## src/hdl/sgs_pkg.sv

```systemverilog
// Shared types, state codes and action functions for the starter-generator supervisor.
`default_nettype none

package sgs_pkg;

    // Supervisor state codes
    localparam logic [3:0] ST_OFF       = 4'd0;
    localparam logic [3:0] ST_BOOT      = 4'd1;
    localparam logic [3:0] ST_STOPPING  = 4'd2;
    localparam logic [3:0] ST_PREEXCITE = 4'd3;
    localparam logic [3:0] ST_CRANK     = 4'd4;
    localparam logic [3:0] ST_ALT       = 4'd5;
    localparam logic [3:0] ST_STALL     = 4'd6;
    localparam logic [3:0] ST_FAULT     = 4'd7;
    localparam logic [3:0] ST_ESTOP     = 4'd8;

    // Item commands
    localparam logic CMD_TICK    = 1'b0;
    localparam logic CMD_REQUEST = 1'b1;

    // Configuration register indexes (word address)
    localparam logic [2:0] REG_STOPPED_ERPM  = 3'd0;
    localparam logic [2:0] REG_STALL_LOW     = 3'd1;
    localparam logic [2:0] REG_STALL_RUNNING = 3'd2;
    localparam logic [2:0] REG_CRANK_TARGET  = 3'd3;
    localparam logic [2:0] REG_PRE_EXCITE    = 3'd4;
    localparam logic [2:0] REG_CRANK_TIMEOUT = 3'd5;
    localparam logic [2:0] REG_STALL_TIMEOUT = 3'd6;

    localparam logic [11:0] FIELD_FULL_MA = 12'd2500;

    typedef struct packed {
        logic [3:0]  active;
        logic [3:0]  mailbox;
        logic [31:0] time_us;
        logic        ovr_flag;
        logic [11:0] ovr_current;
        logic        enable;
        logic        gate_kill;
    } t_sgs_state;

    typedef struct packed {
        logic [15:0] stopped_erpm;
        logic [15:0] stall_low;
        logic [15:0] stall_running;
        logic [15:0] crank_target;
        logic [31:0] pre_excite_us;
        logic [31:0] crank_timeout_us;
        logic [31:0] stall_timeout_us;
    } t_sgs_cfg;

    typedef struct packed {
        logic [3:0]  state_code;
        logic        field_override;
        logic [11:0] field_current_ma;
        logic        field_enable;
        logic        stop_pwm_pulse;
        logic        zero_current_pulse;
        logic        start_speed_loop_pulse;
        logic        gate_disable;
    } t_sgs_result;

    // Transition guard: may reject (returns from), redirect or route to fault
    function automatic logic [3:0] sgs_guard(input logic [3:0] target,
                                             input logic [3:0] from,
                                             input logic       stator_off,
                                             input logic       spinning);
        logic [3:0] res;
        res = target;
        if (target == ST_PREEXCITE) begin
            if (from != ST_OFF) begin
                res = (from == ST_ALT || from == ST_STALL) ? from : ST_FAULT;
            end else if (!stator_off || spinning) begin
                res = ST_FAULT;
            end else begin
                res = ST_PREEXCITE;
            end
        end else if (target == ST_CRANK) begin
            res = (from == ST_PREEXCITE) ? ST_CRANK : ST_FAULT;
        end
        return res;
    endfunction

    // Entry action of a state on the field command flags and the gate kill flag
    function automatic t_sgs_state sgs_entry(input t_sgs_state st, input logic [3:0] s);
        t_sgs_state ns;
        ns = st;
        case (s)
            ST_OFF, ST_STOPPING, ST_FAULT: begin
                ns.ovr_flag    = 1'b1;
                ns.ovr_current = '0;
            end
            ST_BOOT: begin
                ns.enable      = 1'b1;
                ns.ovr_flag    = 1'b0;
                ns.ovr_current = '0;
            end
            ST_PREEXCITE: begin
                ns.enable      = 1'b1;
                ns.ovr_flag    = 1'b1;
                ns.ovr_current = FIELD_FULL_MA;
            end
            ST_CRANK: begin
                ns.ovr_flag    = 1'b1;
                ns.ovr_current = FIELD_FULL_MA;
            end
            ST_ALT: begin
                ns.ovr_flag = 1'b0;
            end
            ST_ESTOP: begin
                ns.gate_kill   = 1'b1;
                ns.enable      = 1'b0;
                ns.ovr_flag    = 1'b1;
                ns.ovr_current = '0;
            end
            default: begin
            end
        endcase
        return ns;
    endfunction

endpackage

`default_nettype wire

```

## src/hdl/sgs_step.sv

```systemverilog
// Next-state and result logic for one supervisor transaction.
`default_nettype none

module sgs_step import sgs_pkg::*; (
    input  wire t_sgs_state  i_state,
    input  wire t_sgs_cfg    i_cfg,
    input  wire              i_command,
    input  wire [3:0]        i_target_state,
    input  wire [15:0]       i_elapsed_us,
    input  wire [15:0]       i_speed_magnitude,
    input  wire              i_stator_is_off,
    input  wire              i_open_loop_active,
    input  wire              i_stator_fault,
    input  wire              i_estop_latched,
    output t_sgs_state       o_state,
    output t_sgs_result      o_result
);

    t_sgs_state  ns;
    logic [32:0] time_sum;
    logic        spinning;
    logic        crank_done;
    logic        do_resolve;
    logic        do_enter;
    logic [3:0]  enter_s;
    logic [3:0]  guard_res;
    logic [3:0]  tick_nxt;
    logic        tick_stop;

    assign spinning   = i_speed_magnitude > i_cfg.stopped_erpm;
    // 2*speed > 3*target, exact in integers
    assign crank_done = ({1'b0, i_speed_magnitude, 1'b0}) >
                        ({2'b0, i_cfg.crank_target} + {1'b0, i_cfg.crank_target, 1'b0});
    assign time_sum   = {1'b0, i_state.time_us} + {17'd0, i_elapsed_us};

    always_comb begin
        ns         = i_state;
        do_resolve = 1'b0;
        do_enter   = 1'b0;
        enter_s    = ST_OFF;
        guard_res  = ST_OFF;
        tick_nxt   = i_state.active;
        tick_stop  = 1'b0;

        if (i_command == CMD_TICK) begin
            // saturating state timer
            ns.time_us = time_sum[32] ? '1 : time_sum[31:0];
            if (i_estop_latched) begin
                ns.mailbox = ST_ESTOP;
                do_resolve = 1'b1;
            end else if (i_stator_fault && i_state.active != ST_ESTOP) begin
                ns.mailbox = ST_FAULT;
                do_resolve = 1'b1;
            end else if (i_state.active != i_state.mailbox) begin
                do_resolve = 1'b1;
            end

            if (do_resolve) begin
                // pending mailbox request
                if (i_state.active == ST_FAULT && ns.mailbox != ST_OFF &&
                    ns.mailbox != ST_ALT) begin
                    ns.mailbox = i_state.active;
                end else begin
                    guard_res = sgs_guard(ns.mailbox, i_state.active,
                                          i_stator_is_off, spinning);
                    if (guard_res == i_state.active) begin
                        ns.mailbox = i_state.active;
                    end else if (guard_res != ns.mailbox) begin
                        ns.mailbox = guard_res;
                    end else begin
                        do_enter = 1'b1;
                        enter_s  = guard_res;
                    end
                end
            end else begin
                // tick rule of the active state
                case (i_state.active)
                    ST_OFF, ST_BOOT, ST_FAULT: begin
                        if (i_state.active == ST_BOOT) begin
                            ns.enable = 1'b1;
                        end
                        if (i_state.active == ST_FAULT && i_stator_fault) begin
                            tick_nxt = ST_FAULT;
                        end else if (spinning) begin
                            ns.ovr_flag = 1'b0;
                            tick_nxt    = ST_ALT;
                        end else begin
                            tick_nxt = ST_OFF;
                        end
                    end
                    ST_STOPPING: begin
                        if (i_open_loop_active) begin
                            tick_stop = 1'b1;
                            tick_nxt  = ST_OFF;
                        end else if (i_stator_is_off) begin
                            tick_nxt = ST_OFF;
                        end
                    end
                    ST_PREEXCITE: begin
                        if (ns.time_us >= i_cfg.pre_excite_us) begin
                            tick_nxt = ST_CRANK;
                        end
                    end
                    ST_CRANK: begin
                        if (crank_done) begin
                            tick_nxt = ST_ALT;
                        end else if (ns.time_us >= i_cfg.crank_timeout_us) begin
                            tick_nxt = ST_STOPPING;
                        end
                    end
                    ST_ALT: begin
                        if (i_stator_is_off) begin
                            tick_nxt = ST_OFF;
                        end
                    end
                    ST_STALL: begin
                        if (i_speed_magnitude > i_cfg.stall_running) begin
                            tick_nxt = ST_ALT;
                        end else if (i_speed_magnitude < i_cfg.stall_low ||
                                     ns.time_us >= i_cfg.stall_timeout_us) begin
                            tick_nxt = ST_OFF;
                        end
                    end
                    default: begin
                        tick_nxt = ST_ESTOP;
                    end
                endcase
                if (tick_nxt != i_state.active) begin
                    ns.mailbox = tick_nxt;
                end
            end
        end else if (i_target_state <= ST_ESTOP && i_target_state != i_state.active &&
                     i_state.active != ST_ESTOP) begin
            // external request: guard and entry at once
            guard_res = sgs_guard(i_target_state, i_state.active, i_stator_is_off, spinning);
            if (guard_res != i_state.active) begin
                do_enter   = 1'b1;
                enter_s    = guard_res;
                ns.mailbox = guard_res;
            end
        end

        if (do_enter) begin
            ns         = sgs_entry(ns, enter_s);
            ns.active  = enter_s;
            ns.time_us = '0;
        end
    end

    assign o_state = ns;

    // Result fields
    assign o_result.state_code             = ns.active;
    assign o_result.field_override         = ns.ovr_flag;
    assign o_result.field_current_ma       = ns.ovr_current;
    assign o_result.field_enable           = ns.enable;
    assign o_result.stop_pwm_pulse         = tick_stop || (do_enter && enter_s == ST_OFF);
    assign o_result.zero_current_pulse     = do_enter && enter_s == ST_STOPPING;
    assign o_result.start_speed_loop_pulse = do_enter && enter_s == ST_CRANK;
    assign o_result.gate_disable           = ns.gate_kill;

endmodule

`default_nettype wire

```

## src/hdl/starter_generator_supervisor_fsm_top.sv

```systemverilog
// Top level of the starter-generator supervisor: config registers, state and output buffer.
// Results are registered; on output stall the skid register takes the next one.
// Throughput: one transaction per cycle while the skid register is empty; the state update
// is a single pass of compare logic from the state registers back into them, and a
// two-entry output buffer (result plus skid register) takes one more under output stall.
// Reset (synchronous, active low): state boot, timer and field flags cleared, buffer
// emptied, config registers to their defaults.
`default_nettype none

module starter_generator_supervisor_fsm_top import sgs_pkg::*; #(
    parameter int POLE_PAIR_CNT = 4
) (
    input  wire         i_clk,
    input  wire         i_rst_n,
    // config port
    input  wire         psel,
    input  wire         penable,
    input  wire         pwrite,
    input  wire [4:0]   paddr,
    input  wire [31:0]  pwdata,
    output logic [31:0] prdata,
    output logic        pready,
    // input channel
    input  wire         i_valid,
    output logic        o_stall,
    input  wire         i_command,
    input  wire [3:0]   i_target_state,
    input  wire [15:0]  i_elapsed_us,
    input  wire [15:0]  i_speed_magnitude,
    input  wire         i_stator_is_off,
    input  wire         i_open_loop_active,
    input  wire         i_stator_fault,
    input  wire         i_estop_latched,
    // output channel
    output logic        o_valid,
    input  wire         i_stall,
    output logic [3:0]  o_current_state,
    output logic        o_field_override,
    output logic [11:0] o_field_current_ma,
    output logic        o_field_enable,
    output logic        o_stop_pwm_pulse,
    output logic        o_zero_current_pulse,
    output logic        o_start_speed_loop_pulse,
    output logic        o_gate_disable
);

    localparam logic [15:0] StoppedErpmReset = 16'(10 * POLE_PAIR_CNT);

    t_sgs_cfg    r_cfg;
    t_sgs_state  r_state;
    t_sgs_state  n_state;
    t_sgs_result n_result;
    t_sgs_result r_out;
    t_sgs_result r_skid;
    logic        r_out_valid;
    logic        r_skid_valid;
    logic        n_out_valid;
    logic        n_skid_valid;
    logic        in_acc;
    logic        out_free;
    logic        cfg_wr;
    logic [2:0]  cfg_idx;

    // Config register write and read
    assign pready  = 1'b1;
    assign cfg_wr  = psel && penable && pwrite && pready;
    assign cfg_idx = paddr[4:2];

    always_ff @(posedge i_clk) begin
        if (!i_rst_n) begin
            r_cfg.stopped_erpm     <= StoppedErpmReset;
            r_cfg.stall_low        <= 16'd10;
            r_cfg.stall_running    <= 16'd2400;
            r_cfg.crank_target     <= 16'd600;
            r_cfg.pre_excite_us    <= 32'd150000;
            r_cfg.crank_timeout_us <= 32'd30000000;
            r_cfg.stall_timeout_us <= 32'd1500000;
        end else if (cfg_wr) begin
            case (cfg_idx)
                REG_STOPPED_ERPM:  r_cfg.stopped_erpm     <= pwdata[15:0];
                REG_STALL_LOW:     r_cfg.stall_low        <= pwdata[15:0];
                REG_STALL_RUNNING: r_cfg.stall_running    <= pwdata[15:0];
                REG_CRANK_TARGET:  r_cfg.crank_target     <= pwdata[15:0];
                REG_PRE_EXCITE:    r_cfg.pre_excite_us    <= pwdata;
                REG_CRANK_TIMEOUT: r_cfg.crank_timeout_us <= pwdata;
                REG_STALL_TIMEOUT: r_cfg.stall_timeout_us <= pwdata;
                default: begin
                end
            endcase
        end
    end

    always_comb begin
        case (cfg_idx)
            REG_STOPPED_ERPM:  prdata = {16'd0, r_cfg.stopped_erpm};
            REG_STALL_LOW:     prdata = {16'd0, r_cfg.stall_low};
            REG_STALL_RUNNING: prdata = {16'd0, r_cfg.stall_running};
            REG_CRANK_TARGET:  prdata = {16'd0, r_cfg.crank_target};
            REG_PRE_EXCITE:    prdata = r_cfg.pre_excite_us;
            REG_CRANK_TIMEOUT: prdata = r_cfg.crank_timeout_us;
            REG_STALL_TIMEOUT: prdata = r_cfg.stall_timeout_us;
            default:           prdata = '0;
        endcase
    end

    // Supervisor transaction logic
    sgs_step u_step (
        .i_state            (r_state),
        .i_cfg              (r_cfg),
        .i_command          (i_command),
        .i_target_state     (i_target_state),
        .i_elapsed_us       (i_elapsed_us),
        .i_speed_magnitude  (i_speed_magnitude),
        .i_stator_is_off    (i_stator_is_off),
        .i_open_loop_active (i_open_loop_active),
        .i_stator_fault     (i_stator_fault),
        .i_estop_latched    (i_estop_latched),
        .o_state            (n_state),
        .o_result           (n_result)
    );

    // Handshake: stall only when the skid register holds a result
    assign o_stall  = r_skid_valid;
    assign in_acc   = i_valid && !r_skid_valid;
    assign out_free = !r_out_valid || !i_stall;

    always_comb begin
        n_out_valid  = r_out_valid;
        n_skid_valid = r_skid_valid;
        if (out_free) begin
            n_out_valid  = r_skid_valid || in_acc;
            n_skid_valid = 1'b0;
        end else if (in_acc) begin
            n_skid_valid = 1'b1;
        end
    end

    // Control state
    always_ff @(posedge i_clk) begin
        if (!i_rst_n) begin
            r_state.active      <= ST_BOOT;
            r_state.mailbox     <= ST_BOOT;
            r_state.time_us     <= '0;
            r_state.ovr_flag    <= 1'b0;
            r_state.ovr_current <= '0;
            r_state.enable      <= 1'b0;
            r_state.gate_kill   <= 1'b0;
            r_out_valid         <= 1'b0;
            r_skid_valid        <= 1'b0;
        end else begin
            if (in_acc) begin
                r_state <= n_state;
            end
            r_out_valid  <= n_out_valid;
            r_skid_valid <= n_skid_valid;
        end
    end

    // Result payload
    always_ff @(posedge i_clk) begin
        if (out_free) begin
            if (r_skid_valid) begin
                r_out <= r_skid;
            end else if (in_acc) begin
                r_out <= n_result;
            end
        end else if (in_acc) begin
            r_skid <= n_result;
        end
    end

    assign o_valid                  = r_out_valid;
    assign o_current_state          = r_out.state_code;
    assign o_field_override         = r_out.field_override;
    assign o_field_current_ma       = r_out.field_current_ma;
    assign o_field_enable           = r_out.field_enable;
    assign o_stop_pwm_pulse         = r_out.stop_pwm_pulse;
    assign o_zero_current_pulse     = r_out.zero_current_pulse;
    assign o_start_speed_loop_pulse = r_out.start_speed_loop_pulse;
    assign o_gate_disable           = r_out.gate_disable;

endmodule

`default_nettype wire
```

## config.mk

```make
export PLATFORM = sky130hd
export DESIGN_NAME = starter_generator_supervisor_fsm_top
export DESIGN_NICKNAME = d
export VERILOG_FILES = /design/src/hdl/sgs_pkg.sv /design/src/hdl/sgs_step.sv /design/src/hdl/starter_generator_supervisor_fsm_top.sv
export SDC_FILE = /design/constraint.sdc
export NUM_CORES = 1
export LEC_CHECK = 0
export BUFFER_PORTS_ARGS = -buffer_cell sky130_fd_sc_hd__buf_2
export CAP_MARGIN = 25
export CORE_AREA = 2 2 176 178
export DETAILED_ROUTE_END_ITERATION = 16
export DIE_AREA = 0 0 178 180
export PLACE_DENSITY = 0.85
export SYNTH_ARGS = -nofsm -noshare
export SYNTH_HDL_FRONTEND = slang
export SYNTH_SLANG_ARGS = --single-unit
export TNS_END_PERCENT = 30
```

## constraint.sdc

```tcl
create_clock -name i_clk -period 9.2 [get_ports i_clk]
set_clock_uncertainty 0.15 [all_clocks]
set_input_delay 0.46 -clock i_clk [delete_from_list [all_inputs] [get_ports i_clk]]
set_output_delay 0.46 -clock i_clk [all_outputs]
set_load 0.01 [all_outputs]
```

Word level (Yosys, flattened, before mapping)
Cells that the tools add are included. W data, S select, Z words.

$add $sub $neg: 2. $lt $le $gt $ge: 8. Equality and inequality tests: 33. Mux-type cells: 76. Bitwise logic cells: 2. Reductions and logical operators: 45.

Operators with widths (number): $pmux W32 S7 (1); $mux W4 (39); $ge A32 B32 Y1 (3); $mux W55 (1); $mux W22 (2); $eq A4 B3 Y1 const B (9); $add A32 B16 Y33 (1); $mux W33 (1); $gt A16 B16 Y1 (2); $mux W32 (1); $eq A4 B2 Y1 const B (6); $mux W1 (24); $pmux W12 S2 (1); $pmux W4 S6 (1); $ne A4 B4 Y1 (5); $reduce_and A2 Y1 (10); $add A16 B17 Y18 (1); $gt A17 B18 Y1 (1); $lt A16 B16 Y1 (1); $logic_and A1 B1 Y1 (12); $eq A3 B3 Y1 const B (3); $eq A4 B1 Y1 const B (2); $logic_not A4 Y1 (2); $reduce_bool A4 Y1 (2); 20 further kinds (35).

Bits in registers: 261. Input port bits: 85. Output and inout port bits: 57. Logic and storage cells: 198.

Depth between registers and ports, before layout
Gate-level depths: netlist of the first run.

Word-level depth: 23. Gate-level depth with buffers: 24. Mapped depth without buffers: 23.

Cells and area by module
Synthesis of the first run repeated with hierarchy kept, for this count alone.

Cell total of the unflattened synthesis: 2246. Area total of the unflattened synthesis: 18979.5 um2.

By module, submodules not included: starter_generator_supervisor_fsm_top (times used 1, cells an instance 1093, area an instance 11070.6 um2, seq. area each 5665.4 um2); sgs_step (times used 1, cells an instance 1153, area an instance 7908.8 um2, seq. area each 0.0 um2).

Worst setup path before layout of the first run
No wires, ideal clock.

Path type: input-to-reg. From: input i_elapsed_us[0]. To: register r_state[48] (netlist name). Library setup time: 0.086 ns. Arrival: 5.256 ns. Data required time: 8.964 ns. Path slack: 3.709 ns. Stages: 24. Buffers on the path: 2. Path through: ha_1 fa_1 a21o_1 a21oi_1 o21ai_0 nand4_1 nand3_1 a31oi_1 o211ai_1 nand4_1 clkbuf_1 clkbuf_1 nand2_1 ha_1 a21oi_1 nand2_1 a2111oi_0 a21oi_1 o221ai_1 nor3b_1 a311oi_1 a221o_1 o311a_1 a211oi_1.

Cells in the longest elaborated chain, start to end: 14. Elaborated cells on any way between the ends: 19. Those cells by class: 1 x add/sub; 3 x order compare; 1 x eq/ne; 13 x mux; 1 x reduce/logical.

RTL lines: from (decl) (line starter_generator_supervisor_fsm_top.sv:28) `input wire [15:0] i_elapsed_us,`; $add A32 B16 Y33 (*) (line sgs_step.sv:34) `assign time_sum = {1'b0, i_state.time_us} + {17'd0, i_elapsed_us};`; $mux W32 (*) (line sgs_step.sv:47) `ns.time_us = time_sum[32] ? '1 : time_sum[31:0];`; $ge A32 B32 Y1 (line sgs_step.sv:120) `ns.time_us >= i_cfg.stall_timeout_us) begin`; $logic_or A1 B1 Y1 (line sgs_step.sv:119) `end else if (i_speed_magnitude < i_cfg.stall_low ||`; $mux W4 (line sgs_step.sv:119); $mux W4 (line sgs_step.sv:117) `if (i_speed_magnitude > i_cfg.stall_running) begin`; $pmux W4 S6 (*) (line sgs_step.sv:77) `case (i_state.active)`; $mux W4 (*) (line sgs_step.sv:58) `if (do_resolve) begin`; $mux W4 (*) (line sgs_step.sv:45) `if (i_command == CMD_TICK) begin`; $ne A4 B4 Y1 (line sgs_step.sv:128) `if (tick_nxt != i_state.active) begin`; $mux W4 (*) (line sgs_step.sv:128); $mux W4 (*) (line sgs_step.sv:58); $mux W4 (*) (line sgs_step.sv:45); $mux W55 (*) (line sgs_step.sv:143) `if (do_enter) begin`; to (signal assigned) (line starter_generator_supervisor_fsm_top.sv:152) `r_state <= n_state;`; to (decl) (line starter_generator_supervisor_fsm_top.sv:50) `t_sgs_state r_state;`.

Mark *: on every way between the ends. The rest lies on a longest branch, timed or not. The select of a mux whose other input is x is not followed. A chain may end at the register's enable or synchronous reset.

Worst setup path in the final report of the first run
From: register r_state[15] (netlist name). To: register r_state[49] (netlist name).

Cells in the longest elaborated chain, start to end: 14. Elaborated cells on any way between the ends: 19. Those cells by class: 1 x add/sub; 3 x order compare; 1 x eq/ne; 13 x mux; 1 x reduce/logical.

RTL lines (line): $add A32 B16 Y33 (*) (sgs_step.sv:34); $mux W32 (*) (sgs_step.sv:47); $ge A32 B32 Y1 (sgs_step.sv:120); $logic_or A1 B1 Y1 (sgs_step.sv:119); $mux W4 (sgs_step.sv:119); $mux W4 (sgs_step.sv:117); $pmux W4 S6 (*) (sgs_step.sv:77); $mux W4 (*) (sgs_step.sv:58); $mux W4 (*) (sgs_step.sv:45); $ne A4 B4 Y1 (sgs_step.sv:128); $mux W4 (*) (sgs_step.sv:128); $mux W4 (*) (sgs_step.sv:58); $mux W4 (*) (sgs_step.sv:45); $mux W55 (*) (sgs_step.sv:143).

Marks and branches as above.

==> results.toml, run 1 <==
[run_status]
status = "complete, no violations"

[floorplanning]
start_util_pct = 59.4
ioPinCount = 142
placementRows = 64
die_h_microns = 180
die_x_microns = 178
coreArea_sq_mm = 0.0302
die-area_sq_mm = 0.0320

[global_route]
grt_overflow = 0
grt_max_degree = 81
grt_use_total_pct = 32.5
grt_pass1_wl_microns = 84100
grt_antenna_before_repair = 4
grt_pass1_vias = 16500

[layout]
drive_above_1_share_pct = 11.1
layout_common_cells = "nand2_1, a21oi_1, dfxtp_1"
final_nets = 2615
stdcell_area_sq_mm = 0.0198
final_common_cell = "nand2_1"
syn2layout_area_growth_pct = 10.6
final_util_pct = 65.7

[sta]
worst_pin_slew_ns = 1.12
setup_viol = 0
rsz0062_at_grt = "false"
fin_hold_ws_ns = 0.0172
fmax_mhz = 152
relSlewSlack_pct = 25.4
fin_crit_ns = 6.59
post-route-period-util_pct = 71.6
tns_ns = 0
final_max_slew_viol_count = 0
hold_violations = 0

[worst_hold_path]
hold_path_class = "input port to flop"
holdPathEnd = "r_cfg[27]"
worstHoldStart = "pwdata[27]"
hold_depth = 3

[clock_tree]
cts_root_buffer = "clkbuf_16"
cts_tree = "built"
clk_pin_slew_worst_paths_ns = 0.07
postCtsSetupBuffers = 0
post_cts_resize_count = 0
h-tree-depth = 1
clockBufferDepth = 3
cts_buffers = 27
clkLatencyLatePin_ns = 0.55
cts_sinks = 261
hold_buffers = 0

[logic_synthesis]
synth_cells = 2274
syn_nets = 2551
ys_seq_area_share_pct = 31.6
yosysWarnings = 0
async_flop_share_pct = 0
syn_area_sq_mm = 0.0179
ys_types = 93
synth-seq-cells = 261
avgSynthCellArea_sq_um = 7.88
ys.flop_type = "dfxtp_1"
synth-edff-count = 44

[setup_path]
crit_top_cell = "nand4_1"
slowest_stage = "a2111oi_0"
crit_fanout = 48
crit_chain = "ha_1 -> fa_1 -> a21o_1 -> a21oi_1 -> o21ai_0 -> nand4_1 -> nand3_1 -> a31oi_1 -> o211ai_1 -> buf_4 -> nand4_1 -> buf_4 -> nand2_1 -> ha_1 -> nand4_1 -> a2111oi_0 -> o31ai_1 -> a21oi_1 -> o21ai_0 -> a211oi_1 -> a221o_1 -> mux2i_1 -> o2bb2ai_1"
startpoint_type = "flop"
cp_slowest_stage_delay_ns = 0.65
crit_family = "compound AO/OA/AOI/OAI gates"
reg2reg_from = "r_state[15]"
crit_start = "r_state[15]"
path_class = "flop to flop"
rr_endpoint = "r_state[49]"
endpoint_kind = "flop"
r2r_cells = 23
path_buf_inv = 2
cp.arrival_ns = 6.90
reg2reg_slack_ns = 2.61
cp.required_ns = 9.52

[routing]
via_count = 17400
drt-vias-per-instance = 6.30
avgRoutedWirePerCell_microns = 19.5
drcViolationCount = 0
first_iter_violations = 1911
first_pass_iters = 6
ant_nets = 0
wl_microns = 53700

[power]
power_leakage_nw = 8.11
p_per_area_mw_per_mm2 = 149
max-vdd-ir-drop_v = 0.000158

[placement]
portBuffers = 138
postPlaceCellArea_sq_mm = 0.0188
gp_congestion = 0.964
dp.final_hpwl_microns = 38000

[flow_run]
max_cap_viol_count = 0
==> registers in the layout, indices dropped and copies added (netlist names) <==
register                  flops
o_stop_pwm_pulse              1
r_state                      55
o_stall                       1
o_start_speed_loop_pulse      1
o_valid                       1
o_field_override              1
o_zero_current_pulse          1
r_cfg                       160
o_field_current_ma           12
o_field_enable                1
r_skid                       22
o_current_state               4
o_gate_disable                1
==> metrics by stage <==
stage | worst slack [ns] | std cells | total power [mW]
final | 2.61 | 2759 | 2.95
after CTS | 2.84 | 2755 | 2.94
after detailed placement | 2.60 | 2705 | 1.72
after global placement | 2.70 | 2703 | 1.71
after global routing | 2.26 | 2759 | 3.05
after floorplan | 3.71 | 2274 | 1.57
==> power by group <==
group / switching, mW / internal, mW
combinational: 0.320 / 0.181
sequential: 0.0206 / 1.19
clock: 0.487 / 0.745
==> synth_stat cells (10+ instances only) <==
library cell / count / area, sq um
a211oi_1: 26 / 195
a21o_1: 39 / 293
a21oi_1: 255 / 1280
a31oi_1: 19 / 119
and2_1: 13 / 81.3
buf_1: 12 / 45.0
clkbuf_1: 100 / 375
dfxtp_1: 217 / 4340
edfxtp_1: 44 / 1320
ha_1: 190 / 2380
inv_1: 181 / 679
mux2_2: 12 / 135
mux2i_1: 41 / 410
nand2_1: 432 / 1620
nand3_1: 59 / 295
nand4_1: 26 / 163
nor2_1: 130 / 488
nor2b_1: 17 / 106
nor3_1: 31 / 155
nor4_1: 10 / 62.6
o211ai_1: 46 / 345
o21a_1: 19 / 143
o21ai_0: 83 / 415
o21bai_1: 10 / 75.1
o221ai_1: 13 / 114
o31ai_1: 20 / 150
xnor2_1: 24 / 210
xor2_1: 19 / 166
==> cells by family (layout without fill, tap and decap cells) <==
| kind of cell | Yosys count | count (layout) | share of synthesized area [%] |
|---|---|---|---|
| AND/OR/NAND/NOR | 783 | 783 | 19.5 |
| AO/OA/AOI/OAI | 625 | 625 | 22.6 |
| buffers and inverters | 307 | 392 | 6.59 |
| flip-flops | 261 | 261 | 31.6 |
| adder cells (fa/ha/maj) | 192 | 192 | 13.5 |
| multiplexers | 62 | 62 | 4.17 |
| XOR/XNOR | 43 | 43 | 2.10 |
| other | 1 | 5 | 0.0209 |
==> tightest hold or removal path: stages <==
cell and delay (ns):
buf_2 0.11, nand2_1 0.05, a21oi_1 0.05
==> final cells by class <==
type	count	area, sq um
well taps	396	495
diodes	4	10.0
flip-flops and latches	261	5670
clock buffers	31	701
fillers	2421	10400
clock inverters	19	283
repair buffers	159	876
multi-input cells	1706	11100
inverters	183	689
==> how the worst max path moves through the flow <==
| stage | endpoint | slack (ns) | depth (start not counted) |
|---|---|---|---|
| 3_3_place_gp | r_state[48] | 2.70 | 25 |
| 2_1_floorplan | r_state[48] | 3.71 | 24 |
| 6_report | r_state[49] | 2.61 | 23 |
| 5_1_grt | r_state[48] | 2.26 | 24 |
| 4_1_cts | r_state[48] | 2.84 | 24 |
| 3_5_place_dp | r_state[48] | 2.60 | 25 |
==> metal layers <==
metal	track usage, %	part of all wire (%)
met1	43.2	40
met5	0	0
met3	4.34	9.6
met4	17.1	5.1
met2	51.2	45
Power figures use the tool's default switching activity.
==> inputs of run 2 (changes only) <==
CORE_AREA = 2 2 182 184   (was 2 2 176 178)
DIE_AREA = 0 0 184 186   (was 0 0 178 180)
PLACE_DENSITY = 0.84   (was 0.85)
clock period = 5.7 ns   (was 9.2 ns; I/O delays follow)
==> run 2 against run 1 <==
- worst hold slack improved by 0.054 ns
- clock-buffer cell count increased by 7
- register-to-register slack worse by 2.5 ns
- sequential share of layout area down 1.3 points
- combinational power up 73%
- final cell count grew 3.6%
- power rose by 62%
- global-route usage down 0.56 points
- first-iteration DRC count increased by 8.5%
==> results.toml, run 2 (synthesis results as in run 1) <==
[run_status]
status = "complete, no violations"

[sta]
fin_crit_ns = 5.62
hold_violations = 0
fmax_mhz = 178
final_max_slew_viol_count = 0
relSlewSlack_pct = 24.9
worst_pin_slew_ns = 1.12
setup_viol = 0
post-route-period-util_pct = 98.6
setup_ws_ns = 0.0790

[routing]
first_iter_violations = 2073
via_count = 17900
avgRoutedWirePerCell_microns = 19.9
drcViolationCount = 0
ant_nets = 0
first_pass_iters = 6
wl_microns = 56800
drt-vias-per-instance = 6.27

[floorplanning]
coreArea_sq_mm = 0.0322
die-area_sq_mm = 0.0342
die_h_microns = 186
die_x_microns = 184
placementRows = 66
ioPinCount = 142
start_util_pct = 55.7

[power]
combPwrFrac_pct = 18.2
pwr-share-seq_pct = 41.3
clock_power_share_pct = 40.4
internal_power_mw = 3.41
power.total_mw = 4.76
switchingPower_mw = 1.35
p_per_area_mw_per_mm2 = 229
power_leakage_nw = 8.56
max-vdd-ir-drop_v = 0.000245
switching_share_pct = 28.4

[global_route]
use_met2_pct = 51.8
grt_pass1_vias = 17000
grt_pass1_wl_microns = 87500
grt_use_total_pct = 31.9
grt_antenna_before_repair = 3
grt_max_degree = 85
use_met3_pct = 5.69
top_usage_layer = "met2"
met1_usage_pct = 40.3
grt_overflow = 0

[clock_tree]
clkLatencyLatePin_ns = 0.57
clockBufferDepth = 3
cts_root_buffer = "clkbuf_16"
clk_pin_slew_worst_paths_ns = 0.06
h-tree-depth = 1
cts_buffers = 28
cts_sinks = 261
cts_tree = "built"

[layout]
num-fill-cells = 2630
final_nets = 2705
multiInputGateArea_sq_mm = 0.0113
drive_above_1_share_pct = 14.2
reg.largest.list = "r_cfg (160), r_state (55), r_skid (22)"
largest_reg_flops = 160
syn2layout_area_growth_pct = 15.8
final_common_cell = "nand2_1"
final-seq-area_sq_mm = 0.00567
layout_common_cells = "nand2_1, a21oi_1, dfxtp_1"
regMostFlops = "r_cfg"

[worst_hold_path]
hold_path_class = "input port to flop"
hold_depth = 2

[placement]
portBuffers = 138
pre_cts_ws_ns = -0.265
gp_congestion = 0.986
dp.final_hpwl_microns = 40400

[setup_path]
r2r_cells = 22
startpoint_type = "flop"
cp.required_ns = 6.00
endpoint_kind = "flop"
cp.arrival_ns = 5.92
path_class = "flop to flop"
crit_fanout = 7

[flow_run]
max_cap_viol_count = 0
run 2: power groups by stage:
| stage | clock network, mW | logic [mW] | registers (mW) |
|---|---|---|---|
| after global placement | 0 | 0.786 | 2.00 |
| after floorplan | 0 | 0.535 | 2.00 |
| after detailed placement | 0 | 0.813 | 2.01 |
| after CTS | 1.94 | 0.844 | 1.97 |
| final | 1.93 | 0.869 | 1.97 |
| after global routing | 2.02 | 0.938 | 1.97 |
run 2: final timing paths:
check,to,slack [ns],from
max,r_state[48],0.08,r_cfg[97]
min,r_skid[3],0.07,i_open_loop_active
max reg2reg,r_state[48],0.08,r_cfg[97]
min reg2reg,r_state[17],0.31,r_state[17]
run 2: metal layers:
| layer | part of all wire [%] | routed length [microns] |
|---|---|---|
| met1 | 39 | 22300 |
| met2 | 45 | 25800 |
| met3 | 9.9 | 5620 |
| met4 | 5.4 | 3100 |
| met5 | 0 | 0 |
run 2: stage by stage:
stage	utilization, %	instances	hold WS (ns)	cell area (sq um)	TNS [ns]
detailed placement	59.6	2763	0.299	19200	-0.596
CTS	63.8	2851	0.0292	20600	0
finish	64.5	2858	0.0711	20800	0
floorplan	-	2274	0.259	17900	0
global placement	59.5	2762	0.293	19200	-0.342
global route	64.5	2857	0.0391	20800	-0.122
run 2: layout make-up:
class,count,area share [%]
multi-input combinational,1706,54.3
sequential,261,27.3
timing repair buffer,248,7.98
clock buffer,38,3.99
inverter,183,3.32
tap,408,2.46
clock inverter,12,0.699
antenna,2,0.0241
run 2: critical path, stage by stage, from the launching register on:
cell,delay [ns]
dfxtp_1,0.59
ha_1,0.31
a21o_1,0.18
a21oi_1,0.24
o21bai_1,0.12
a211oi_1,0.36
o31ai_1,0.18
o41ai_2,0.33
buf_4,0.19
o2111ai_1,0.14
a21oi_1,0.20
xor2_1,0.18
ha_1,0.29
nor4b_2,0.19
a211o_1,0.29
a31oi_1,0.20
buf_4,0.17
nand2_1,0.08
o21ai_1,0.11
a211oi_2,0.11
a221o_1,0.36
o311a_1,0.33
a211oi_1,0.20
run 2: what timing repair did:
item / 4_1_cts / 5_1_grt
buffers inserted: 3 / 4
setup endpoints to repair: 3 / 3
hold buffers: 35 / 0
hold endpoints to repair: 166 / 0
resized for setup: 6 / 31
pin swaps: 1 / 7
